===== src/rtl/mep_pkg.sv =====
// Shared constants, types and helper functions for the Mandelbrot escape-time pixel block.
`timescale 1ns / 1ps

package mep_pkg;

    // Fixed-point format: signed Q4.28 in 32 bits
    localparam int FRAC_BITS = 28;
    localparam int Q_W       = 32;
    localparam int STEP_W    = 31;
    localparam int IDX_W     = 12;
    localparam int CNT_W     = 16;
    localparam int COLOR_W   = 8;

    // Scaled index product, sum before saturation
    localparam int PROD_W = IDX_W + STEP_W;
    localparam int SUM_W  = PROD_W + 1;
    // Floored square (unsigned Q7.F, never negative) and floored cross term 2*zx*zy
    localparam int SQ_W    = 2 * Q_W - 1 - FRAC_BITS;
    localparam int CROSS_W = 2 * Q_W + 1 - FRAC_BITS;
    localparam int MAG_W   = SQ_W + 1;

    localparam logic signed [Q_W-1:0] Q_MAX = {1'b0, {(Q_W-1){1'b1}}};
    localparam logic signed [Q_W-1:0] Q_MIN = {1'b1, {(Q_W-1){1'b0}}};
    localparam logic [MAG_W-1:0] ESCAPE_BOUND = MAG_W'(4) << FRAC_BITS;

    // Configuration register map
    localparam int CFG_IDX_W = 3;
    localparam int CFG_DAT_W = 32;
    localparam logic [CFG_IDX_W-1:0] REG_REAL_ORIGIN = CFG_IDX_W'(0);
    localparam logic [CFG_IDX_W-1:0] REG_IMAG_ORIGIN = CFG_IDX_W'(1);
    localparam logic [CFG_IDX_W-1:0] REG_REAL_STEP   = CFG_IDX_W'(2);
    localparam logic [CFG_IDX_W-1:0] REG_IMAG_STEP   = CFG_IDX_W'(3);
    localparam logic [CFG_IDX_W-1:0] REG_ITER_LIMIT  = CFG_IDX_W'(4);

    localparam logic signed [Q_W-1:0] RST_REAL_ORIGIN = -Q_W'(671088640);
    localparam logic signed [Q_W-1:0] RST_IMAG_ORIGIN = -Q_W'(536870912);
    localparam logic [STEP_W-1:0]     RST_REAL_STEP   = STEP_W'(262144);
    localparam logic [STEP_W-1:0]     RST_IMAG_STEP   = STEP_W'(262144);
    localparam logic [CNT_W-1:0]      RST_ITER_LIMIT  = CNT_W'(200);

    localparam int PAL_IDX_W = 5;
    localparam logic [PAL_IDX_W-1:0] GREY_ENTRY = PAL_IDX_W'(16);

    typedef struct packed {
        logic [COLOR_W-1:0] red;
        logic [COLOR_W-1:0] green;
        logic [COLOR_W-1:0] blue;
    } t_rgb;

    // Controller -> datapath
    typedef struct packed {
        logic capture;  // latch pixel indices
        logic scale;    // index * step products
        logic place;    // form c, clear z and count
        logic square;   // zx^2, zy^2, 2*zx*zy
        logic step;     // z update, count increment
        logic emit;     // load result register
    } t_dp_cmd;

    // Datapath -> controller
    typedef struct packed {
        logic finished;
    } t_dp_status;

    function automatic logic signed [Q_W-1:0] sat_q(input logic signed [SUM_W-1:0] v);
        logic signed [SUM_W-1:0] hi;
        logic signed [SUM_W-1:0] lo;
        hi = SUM_W'(Q_MAX);
        lo = SUM_W'(Q_MIN);
        if (v > hi) begin
            return Q_MAX;
        end else if (v < lo) begin
            return Q_MIN;
        end
        return v[Q_W-1:0];
    endfunction

    function automatic t_rgb palette_rgb(input logic [PAL_IDX_W-1:0] idx);
        t_rgb c;
        case (idx)
            5'd0: begin
                c = '{8'd66, 8'd30, 8'd15};
            end
            5'd1: begin
                c = '{8'd25, 8'd7, 8'd26};
            end
            5'd2: begin
                c = '{8'd9, 8'd1, 8'd47};
            end
            5'd3: begin
                c = '{8'd4, 8'd4, 8'd73};
            end
            5'd4: begin
                c = '{8'd0, 8'd7, 8'd100};
            end
            5'd5: begin
                c = '{8'd12, 8'd44, 8'd138};
            end
            5'd6: begin
                c = '{8'd24, 8'd82, 8'd177};
            end
            5'd7: begin
                c = '{8'd57, 8'd125, 8'd209};
            end
            5'd8: begin
                c = '{8'd134, 8'd181, 8'd229};
            end
            5'd9: begin
                c = '{8'd211, 8'd236, 8'd248};
            end
            5'd10: begin
                c = '{8'd241, 8'd233, 8'd191};
            end
            5'd11: begin
                c = '{8'd248, 8'd201, 8'd95};
            end
            5'd12: begin
                c = '{8'd255, 8'd170, 8'd0};
            end
            5'd13: begin
                c = '{8'd204, 8'd128, 8'd0};
            end
            5'd14: begin
                c = '{8'd153, 8'd87, 8'd0};
            end
            5'd15: begin
                c = '{8'd106, 8'd52, 8'd3};
            end
            default: begin
                c = '{8'd16, 8'd16, 8'd16};
            end
        endcase
        return c;
    endfunction

endpackage


===== src/rtl/mep_ctrl.sv =====
// Sequencing state machine for the escape-time pixel: setup, iterate, result handoff.
`timescale 1ns / 1ps

module mep_ctrl (
    input  logic                i_clk,
    input  logic                i_rst_n,
    input  logic                i_in_valid,
    output logic                o_in_stall,
    output logic                o_out_valid,
    input  logic                i_out_stall,
    output mep_pkg::t_dp_cmd    o_cmd,
    input  mep_pkg::t_dp_status i_status
);
    import mep_pkg::*;

    typedef enum logic [4:0] {
        S_IDLE   = 5'b00001,
        S_SCALE  = 5'b00010,
        S_PLACE  = 5'b00100,
        S_SQUARE = 5'b01000,
        S_STEP   = 5'b10000
    } t_state;

    t_state r_state, n_state;
    logic   r_out_valid, n_out_valid;
    logic   out_free;

    assign o_in_stall  = (r_state != S_IDLE);
    assign o_out_valid = r_out_valid;
    // result register can take a new beat if empty or being drained now
    assign out_free    = !r_out_valid || !i_out_stall;

    always_comb begin
        n_state     = r_state;
        n_out_valid = r_out_valid;
        o_cmd       = '0;
        if (r_out_valid && !i_out_stall) begin
            n_out_valid = 1'b0;
        end
        case (r_state)
            S_IDLE: begin
                if (i_in_valid) begin
                    o_cmd.capture = 1'b1;
                    n_state       = S_SCALE;
                end
            end
            S_SCALE: begin
                o_cmd.scale = 1'b1;
                n_state     = S_PLACE;
            end
            S_PLACE: begin
                o_cmd.place = 1'b1;
                n_state     = S_SQUARE;
            end
            S_SQUARE: begin
                o_cmd.square = 1'b1;
                n_state      = S_STEP;
            end
            S_STEP: begin
                if (i_status.finished) begin
                    if (out_free) begin
                        o_cmd.emit  = 1'b1;
                        n_out_valid = 1'b1;
                        n_state     = S_IDLE;
                    end
                end else begin
                    o_cmd.step = 1'b1;
                    n_state    = S_SQUARE;
                end
            end
            default: begin
                n_state = S_IDLE;
            end
        endcase
    end

    always_ff @(posedge i_clk) begin
        if (!i_rst_n) begin
            r_state     <= S_IDLE;
            r_out_valid <= 1'b0;
        end else begin
            r_state     <= n_state;
            r_out_valid <= n_out_valid;
        end
    end

endmodule


===== config.mk =====
export PLATFORM = sky130hd
export DESIGN_NAME = mep_ctrl
export DESIGN_NICKNAME = d
export VERILOG_FILES = /design/src/rtl/mep_pkg.sv /design/src/rtl/mep_ctrl.sv
export SDC_FILE = /design/constraint.sdc
export NUM_CORES = 1
export LEC_CHECK = 0
export BUFFER_PORTS_ARGS = -buffer_cell sky130_fd_sc_hd__buf_2
export CORE_AREA = 5 5 42 44
export CTS_CLUSTER_DIAMETER = 200
export DETAILED_ROUTE_END_ITERATION = 10
export DIE_AREA = 0 0 47 49
export PLACE_DENSITY = 0.5
export SKIP_LAST_GASP = 1
export SLEW_MARGIN = 25
export SYNTH_ARGS = -nofsm -noshare
export SYNTH_HDL_FRONTEND = slang
export SYNTH_SLANG_ARGS = --single-unit

===== constraint.sdc =====
create_clock -name i_clk -period 1.1 [get_ports i_clk]
set_input_delay 0.055 -clock i_clk [delete_from_list [all_inputs] [get_ports i_clk]]
set_output_delay 0.055 -clock i_clk [all_outputs]
set_load 0.01 [all_outputs]

==> results of run 1 <==
[routing by layer]
| layer | share of wire | up-vias | wire length [µm] | global-route usage |
|---|---|---|---|---|
| met1 | 0.40 | 189 | 408 | 0.110 |
| met2 | 0.50 | 13 | 511 | 0.170 |
| li1 | - | 213 | - | - |
| met5 | 0 | - | 0 | 0 |
| met3 | 0.062 | 4 | 64 | 0.0221 |
| met4 | 0.042 | 0 | 43 | 0.0968 |
[layout make-up]
type	instances	area [µm²]
clock buffers	3	22.5
multi-input cells	29	272
inverters	5	21.3
well taps	16	20.0
flip-flops and latches	6	133
repair buffers	30	239
fillers	134	694
[worst max-delay path: stages, from the launching register on]
cell and delay, ns:
dfxtp_4 0.37, nor3_4 0.23, nand3b_1 0.14, buf_4 0.16, inv_2 0.04, buf_6 0.09
[cell usage after synthesis]
cell type / n / area share
a2111oi_2: 1 / 0.042
a21oi_1: 2 / 0.028
and3_1: 1 / 0.017
buf_6: 1 / 0.031
dfxtp_1: 6 / 0.33
inv_1: 5 / 0.052
nand2_1: 1 / 0.010
nand2b_1: 1 / 0.017
nand3_1: 2 / 0.028
nand3b_1: 1 / 0.021
nand3b_2: 1 / 0.031
nand4_4: 1 / 0.059
nor2_1: 6 / 0.062
nor3_1: 2 / 0.028
nor3_2: 1 / 0.028
o211a_1: 1 / 0.028
o211ai_1: 2 / 0.042
o21ai_0: 2 / 0.028
o221ai_2: 1 / 0.042
o32a_1: 1 / 0.028
or3b_1: 1 / 0.024
xor2_1: 1 / 0.024
[path summary, 6_finish.rpt]
path           endpoint  slack (ns)  cells past startpoint
max            o_cmd[2]       -0.23                      5
min          r_state[4]        0.08                      2
min reg2reg  r_state[2]        0.51                      2
max reg2reg  r_state[0]       -0.21                      5
[flip-flops by register name, summed over array words and instances, names as in the netlist]
| register | flops |
|---|---|
| o_out_valid | 1 |
| r_state | 5 |
[power by group]
part	switching [W]	internal [W]	leakage (nW)
Clock	0.0000789	0.000123	0.0138
Sequential	0.0000121	0.000223	0.0508
Combinational	0.0000945	0.000131	0.259
[logic make-up after synthesis]
logic type,after synthesis,synth area share
xor+xnor,1,0.0242
simple gates,18,0.325
flops,6,0.332
compound gates,10,0.235
buf+inv,6,0.0830
[through the flow]
step	cell area, µm²	setup WS, ns	setup TNS [ns]	cells	hold slack, ns
5_1_grt	707	-0.290	-2.60	89	0.0917
4_1_cts	623	-0.236	-1.87	86	0.0697
3_5_place_dp	531	-0.156	-0.435	79	0.335
6_report	707	-0.235	-1.86	89	0.0817
2_1_floorplan	379	-0.0898	-0.235	41	0.158
3_3_place_gp	531	-0.155	-0.432	79	0.338
[timing repair]
item                                    in CTS  in global routing
gates cloned                                 0                  0
pin swaps                                    4                  7
gates resized for setup                     11                 17
buffers inserted                             4                  3
endpoints found under the setup margin      12                 11
==> impl_metrics.csv, run 1 <==
group,metric,value,unit
timing,period_share,1.21,
route,first_pass_iters,2,
floorplanning,die-area,0.00230,mm²
clock_tree,clk_pin_slew,0.05,ns
setup_path,end_kind,"output pin",
route,via_per_inst,4.71,
cells_and_area,final_nets,80,
logic_synthesis,synth_seq_cells,6,
clock_tree,htreeDepth,1,
cells_and_area,area_delta_synth_final,95.5,%
run,cap_viol_max_count,0,
logic_synthesis,synth_cells,41,
power,p_total,0.000663,W
timing,fmax,0.749,GHz
timing,setup_slack,-0.235,ns
setup_path,crit_type,"flip-flop to output pin",
power,p_per_area,938,mW/mm²
power,leakage,0.323,nW
timing,maxSlewHeadroom,0.814,
grt,antenna_found_initial,0,
clock_tree,cts_hold_buf,0,
logic_synthesis,yosysWarnings,0,
route,routed_wl,1030,µm
clock_tree,cts_root_buf,"clkbuf_4",
min_path,hp-class,"input pin to flip-flop",
floorplanning,row_count,14,
timing,fin_skew,0.00143,ns
route,ant_nets,0,
logic_synthesis,avgSynthCellArea,8.82,µm²
logic_synthesis,synth_nets,46,
logic_synthesis,syn-cell-area,362,µm²
logic_synthesis,ys_types,22,
timing,fin_crit,1.33,ns
clock_tree,tritoncts,"done",
setup_path,cp-startpoint,"r_state[2]",
setup_path,required,1.04,ns
grt,grt_max_degree,8,
clock_tree,ctsLongestPathBuffers,2,
cells_and_area,post-route-util,0.504,
timing,drv_slew,0,
run_status,violations,"negative setup slack",
cells_and_area,diodes,0,
setup_path,start_kind,"flip-flop",
clock_tree,cts_buffers,3,
grt,grt_first_pass_wirelength,1700,µm
grt,grtUsageTotal,0.107,
placed_design,place.gp.congestion,0.704,
clock_tree,insertion_delay,0.24,ns
placed_design,place_hpwl,714,µm
cells_and_area,final_common_cell,"buf_4",
clock_tree,cts_sinks,6,
cells_and_area,final_cell_mix,"buf_4, buf_6, buf_2",
route,drt_iter0_drc,1,
timing,worstMarginPinSlew,0.279,ns
grt,grt_pass1_vias,419,
floorplanning,die_h,49,µm
floorplanning,core_area,0.00140,mm²
power,vdd_ir_drop_max,0.564,mV
floorplanning,boundaryPins,13,
route,drc,0,
timing,finalSetupViolCount,11,
min_path,hold_start,"i_rst_n",
setup_path,cp.arrival,1.28,ns
cells_and_area,drive_gt1_frac,0.712,
setup_path,crit_path_max_fanout,7,
route,wl_per_cell,11.6,µm
timing,hold_viol,0,
grt,grt_overflow,0,
logic_synthesis,yosysSeqAreaShare,0.332,
route,vias,419,
setup_path,r2r_start,"r_state[2]",
placed_design,port_buffers,12,
floorplanning,initial_utilization,0.258,
timing,rsz0062_at_grt,"yes",
floorplanning,die_x,47,µm
run_status,status,"finished with violations",
Note: power is estimated with default switching activity, not from simulation.
==> inputs of run 2 (changes only) <==
- RECOVER_POWER: unset -> 100
==> run 2 against run 1 <==
  * The run still ends with negative setup slack left
  * Critical path depth stayed put
  * Count of clock-buffer cells in the layout did not move
  * Power about the same
  * Non-clock buffer count unchanged
  * First-iteration DRC count did not move
  * Combinational power about the same
  * Core utilization shrank 0.089 points
  * Register-to-register slack barely moved
  * Cell count unchanged
  * Sequential power is essentially flat
  * Largest power group unchanged
==> impl_metrics.csv, run 2 (synthesized netlist as in run 1, its figures left out) <==
group,metric,value,unit
run_status,status,"finished with violations",
run_status,violations,"negative setup slack",
timing,finalSetupViolCount,11,
clock_tree,cts_root_buf,"clkbuf_4",
floorplanning,die_h,49,µm
power,power_frac_clock,0.305,
cells_and_area,final_common_cell,"buf_4",
placed_design,place_hpwl,714,µm
cells_and_area,top_register,"r_state",
power,internal_power,0.000477,W
timing,period_share,1.21,
placed_design,place_area,531,µm²
timing,rsz0062_at_grt,"yes",
clock_tree,htreeDepth,1,
min_path,hold_start,"i_rst_n",
clock_tree,tritoncts,"done",
floorplanning,die_x,47,µm
route,wl_per_cell,11.5,µm
setup_path,cp.arrival,1.28,ns
timing,timing.hold.ws,0.0816,ns
cells_and_area,drive_gt1_frac,0.699,
route,first_pass_iters,2,
power,seqPwrFrac,0.354,
grt,grt_overflow,0,
clock_tree,insertion_delay,0.24,ns
timing,hold_viol,0,
min_path,hold_path_depth,2,
grt,antenna_found_initial,0,
timing,fin_crit,1.33,ns
clock_tree,ctsLongestPathBuffers,2,
min_path,hp-class,"input pin to flip-flop",
cells_and_area,fillCellCount,135,
grt,grt_max_degree,8,
placed_design,port_buffers,12,
min_path,min_to,"r_state[4]",
floorplanning,die-area,0.00230,mm²
floorplanning,row_count,14,
power,leakage,0.319,nW
power,p_sw,0.000186,W
grt,grtUsageTotal,0.107,
clock_tree,cts_sinks,6,
clock_tree,cts_hold_buf,0,
placed_design,place.gp.congestion,0.704,
route,drc,0,
route,via_per_inst,4.71,
setup_path,r2r_start,"r_state[2]",
timing,worstMarginPinSlew,0.279,ns
setup_path,crit_type,"flip-flop to output pin",
grt,grt_first_pass_wirelength,1700,µm
run,cap_viol_max_count,0,
setup_path,crit_path_max_fanout,7,
timing,maxSlewHeadroom,0.814,
setup_path,required,1.04,ns
power,vdd_ir_drop_max,0.564,mV
power,p_comb_frac,0.341,
cells_and_area,area_delta_synth_final,95.2,%
cells_and_area,final_nets,80,
floorplanning,initial_utilization,0.258,
route,drt_iter0_drc,1,
setup_path,reg2reg_depth,5,
floorplanning,boundaryPins,13,
power,swShare,0.280,
setup_path,rrSetupSlack,-0.21,ns
power,p_total,0.000663,W
route,routed_wl,1030,µm
floorplanning,core_area,0.00140,mm²
timing,fmax,0.749,GHz
route,vias,419,
setup_path,start_kind,"flip-flop",
grt,grt_pass1_vias,419,
route,ant_nets,0,
setup_path,end_kind,"output pin",
timing,fin_skew,0.00143,ns
power,p_per_area,939,mW/mm²
timing,setup_slack,-0.235,ns
cells_and_area,post-route-cell-area,706,µm²
clock_tree,cts_buffers,3,
cells_and_area,diodes,0,
timing,drv_slew,0,
cells_and_area,final_cell_mix,"buf_4, buf_6, buf_2",
cells_and_area,largest_reg_flops,5,
clock_tree,clk_pin_slew,0.05,ns
setup_path,r2r_end,"r_state[0]",
==> run 2: power by group through the flow <==
stage / registers [W] / clock network (W) / logic, W
after floorplan: 0.000242 / 0 / 0.0000682
after global placement: 0.000241 / 0 / 0.000149
after detailed placement: 0.000241 / 0 / 0.000148
after CTS: 0.000232 / 0.000215 / 0.000182
after global routing: 0.000236 / 0.000222 / 0.000245
final: 0.000235 / 0.000202 / 0.000226
==> run 2: worst max path at each step <==
stage,startpoint,endpoint,depth (start not counted)
4_1_cts,r_state[4],o_cmd[5],5
3_5_place_dp,r_state[2],r_state[3],4
3_3_place_gp,r_state[2],r_state[3],4
6_report,r_state[2],o_cmd[2],5
5_1_grt,r_state[2],o_cmd[5],5
2_1_floorplan,r_state[4],r_state[0],5
==> run 2: critical path: stages, from the launching register on <==
cell and delay [ns]:
dfxtp_4 0.37, nor3_4 0.23, nand3b_1 0.14, buf_4 0.16, inv_2 0.04, buf_6 0.09
==> run 2: per-stage QoR <==
step | TNS, ns | cells | setup WS (ns) | util
floorplan | -0.235 | 41 | -0.0898 | -
global placement | -0.432 | 79 | -0.155 | 0.379
detailed placement | -0.435 | 79 | -0.156 | 0.379
CTS | -1.87 | 86 | -0.236 | 0.445
global route | -2.60 | 89 | -0.290 | 0.504
finish | -1.87 | 89 | -0.235 | 0.504
==> run 2: per-layer routing <==
layer | global-route usage | up-vias | wire, µm
met2 | 0.170 | 13 | 511
met4 | 0.0968 | 0 | 43
met1 | 0.110 | 189 | 402
met3 | 0.0221 | 4 | 68
met5 | 0 | - | 0
li1 | - | 213 | -
==> run 2: repair_timing <==
| action | 4_1_cts | 5_1_grt |
|---|---|---|
| endpoints found under the setup margin | 12 | 11 |
| buffers inserted | 4 | 3 |
| gates resized for setup | 11 | 17 |
| pin swaps | 4 | 7 |
==> run 2: layout make-up <==
type | count | area [µm²] | area share
inverter | 5 | 21.3 | 0.0301
clock buffer | 3 | 22.5 | 0.0319
sequential | 6 | 133 | 0.188
multi-input combinational | 29 | 272 | 0.385
tap | 16 | 20.0 | 0.0284
timing repair buffer | 30 | 238 | 0.337
==> inputs of run 3 (changes only) <==
- PLACE_DENSITY: 0.5 -> 0.48
- SETUP_SLACK_MARGIN: unset -> 0.15
- clock period: 1.1 -> 1.6 ns (I/O delays scaled with it)
==> run 3 against run 2 <==
  * The run now ends clean
  * Die area unchanged
  * Core utilization decreased by 17 points
  * Design area decreased by 35%
  * Largest cell class unchanged
==> impl_metrics.csv, run 3 (synthesized netlist as in run 1, its figures left out) <==
group,metric,value,unit
setup_path,required,1.52,ns
timing,fin_crit,1.43,ns
grt,grt_pass1_vias,322,
timing,maxSlewHeadroom,0.759,
timing,worstMarginPinSlew,0.360,ns
power,vdd_ir_drop_max,0.369,mV
placed_design,place_area,438,µm²
floorplanning,die_h,49,µm
route,first_pass_iters,4,
timing,fin_tns_setup,0,ns
route,routed_wl,804,µm
timing,timing.hold.ws,0.0951,ns
placed_design,place.gp.congestion,0.671,
floorplanning,boundaryPins,13,
cells_and_area,post-route-cell-area,462,µm²
timing,rsz0062_at_grt,"yes",
placed_design,port_buffers,12,
setup_path,end_kind,"output pin",
floorplanning,die-area,0.00230,mm²
clock_tree,insertion_delay,0.25,ns
timing,hold_viol,0,
clock_tree,htreeDepth,1,
cells_and_area,final_nets,63,
setup_path,crit_path_max_fanout,7,
clock_tree,cts_sinks,6,
setup_path,start_kind,"flip-flop",
power,p_per_area,823,mW/mm²
min_path,hp-class,"input pin to flip-flop",
cells_and_area,area_delta_synth_final,27.7,%
placed_design,placed_cells,69,
route,drt_iter0_drc,2,
clock_tree,cts_setup_buffers,0,
timing,period_share,0.897,
setup_path,cp.arrival,1.35,ns
route,wl_per_cell,11.2,µm
floorplanning,die_x,47,µm
cells_and_area,diodes,0,
clock_tree,cts_root_buf,"clkbuf_4",
run_status,status,"finished, final reports clean",
floorplanning,core_area,0.00140,mm²
grt,grtUsageTotal,0.0832,
route,drc,0,
route,ant_nets,0,
clock_tree,ctsLongestPathBuffers,2,
clock_tree,tritoncts,"done",
floorplanning,row_count,14,
cells_and_area,stdcell_count,72,
timing,fmax,0.697,GHz
cells_and_area,top_register,"r_state",
cells_and_area,drive_gt1_frac,0.250,
cells_and_area,final_cell_mix,"nor2_1, buf_2, dfxtp_1, clkbuf_1, inv_1",
floorplanning,initial_utilization,0.258,
route,vias,354,
clock_tree,cts_hold_buf,0,
run,cap_viol_max_count,0,
setup_path,crit_type,"flip-flop to output pin",
cells_and_area,largest_reg_flops,5,
grt,grt_first_pass_wirelength,1350,µm
placed_design,place_hpwl,622,µm
timing,fin_skew,0.000707,ns
clock_tree,clk_pin_slew,0.05,ns
timing,drv_slew,0,
grt,grt_max_degree,9,
grt,grt_overflow,0,
route,via_per_inst,4.92,
power,leakage,0.205,nW
timing,finalSetupViolCount,0,
clock_tree,cts_buffers,3,
grt,antenna_found_initial,0,
## run 3: changes by cell type in the layout (fill, tap and decap cells not counted), moves of 3 or more
cell | before | now
buf_4 | 13 | 1
clkbuf_1 | 1 | 6
inv_1 | 2 | 5
buf_6 | 9 | 0
dfxtp_1 | 2 | 6
nor2_1 | 3 | 6
dfxtp_4 | 3 | 0
## run 3: power breakdown
part / switching (W) / internal (W) / leakage, nW
Sequential: 0.00000912 / 0.000155 / 0.0488
Combinational: 0.0000400 / 0.0000302 / 0.143
Clock: 0.0000602 / 0.0000852 / 0.0138
Total: 0.000109 / 0.000271 / 0.205
## run 3: metal layers
metal,vias to the layer above,track usage,share of wire
met1,158,0.0991,0.44
met5,-,0,0
li1,178,-,-
met3,3,0.0332,0.057
met2,15,0.111,0.47
met4,0,0.0691,0.029
## run 3: what timing repair did
item	CTS	global route
endpoints found under the setup margin	0	2
gates resized for setup	0	4
hold endpoints to repair	0	0
## run 3: through the flow
stage	utilization	power [W]	setup slack, ns
floorplan	-	0.000208	0.367
global placement	0.313	0.000236	0.299
detailed placement	0.313	0.000236	0.279
CTS	0.329	0.000387	0.174
global route	0.329	0.000403	0.0750
finish	0.329	0.000380	0.165
## run 3: worst paths after layout
check	startpoint	endpoint	slack (ns)	cells past startpoint
max reg2reg	r_state[1]	r_state[3]	0.19	4
min reg2reg	r_state[0]	r_state[1]	0.55	2
max	r_state[1]	o_cmd[0]	0.17	4
min	i_rst_n	r_state[4]	0.1	2
## run 3: cell type report
type | instances | area (µm²)
Fill cell | 172 | 940
Multi-Input combinational cell | 29 | 220
Sequential cell | 6 | 120
Timing Repair Buffer | 13 | 60.1
Clock buffer | 3 | 22.5
Tap cell | 16 | 20.0
Inverter | 5 | 18.8
## run 3: critical path: stages, from the launching register on
cell	delay [ns]
dfxtp_1	0.39
nor2_1	0.26
nand4_4	0.16
a21oi_1	0.16
buf_2	0.15
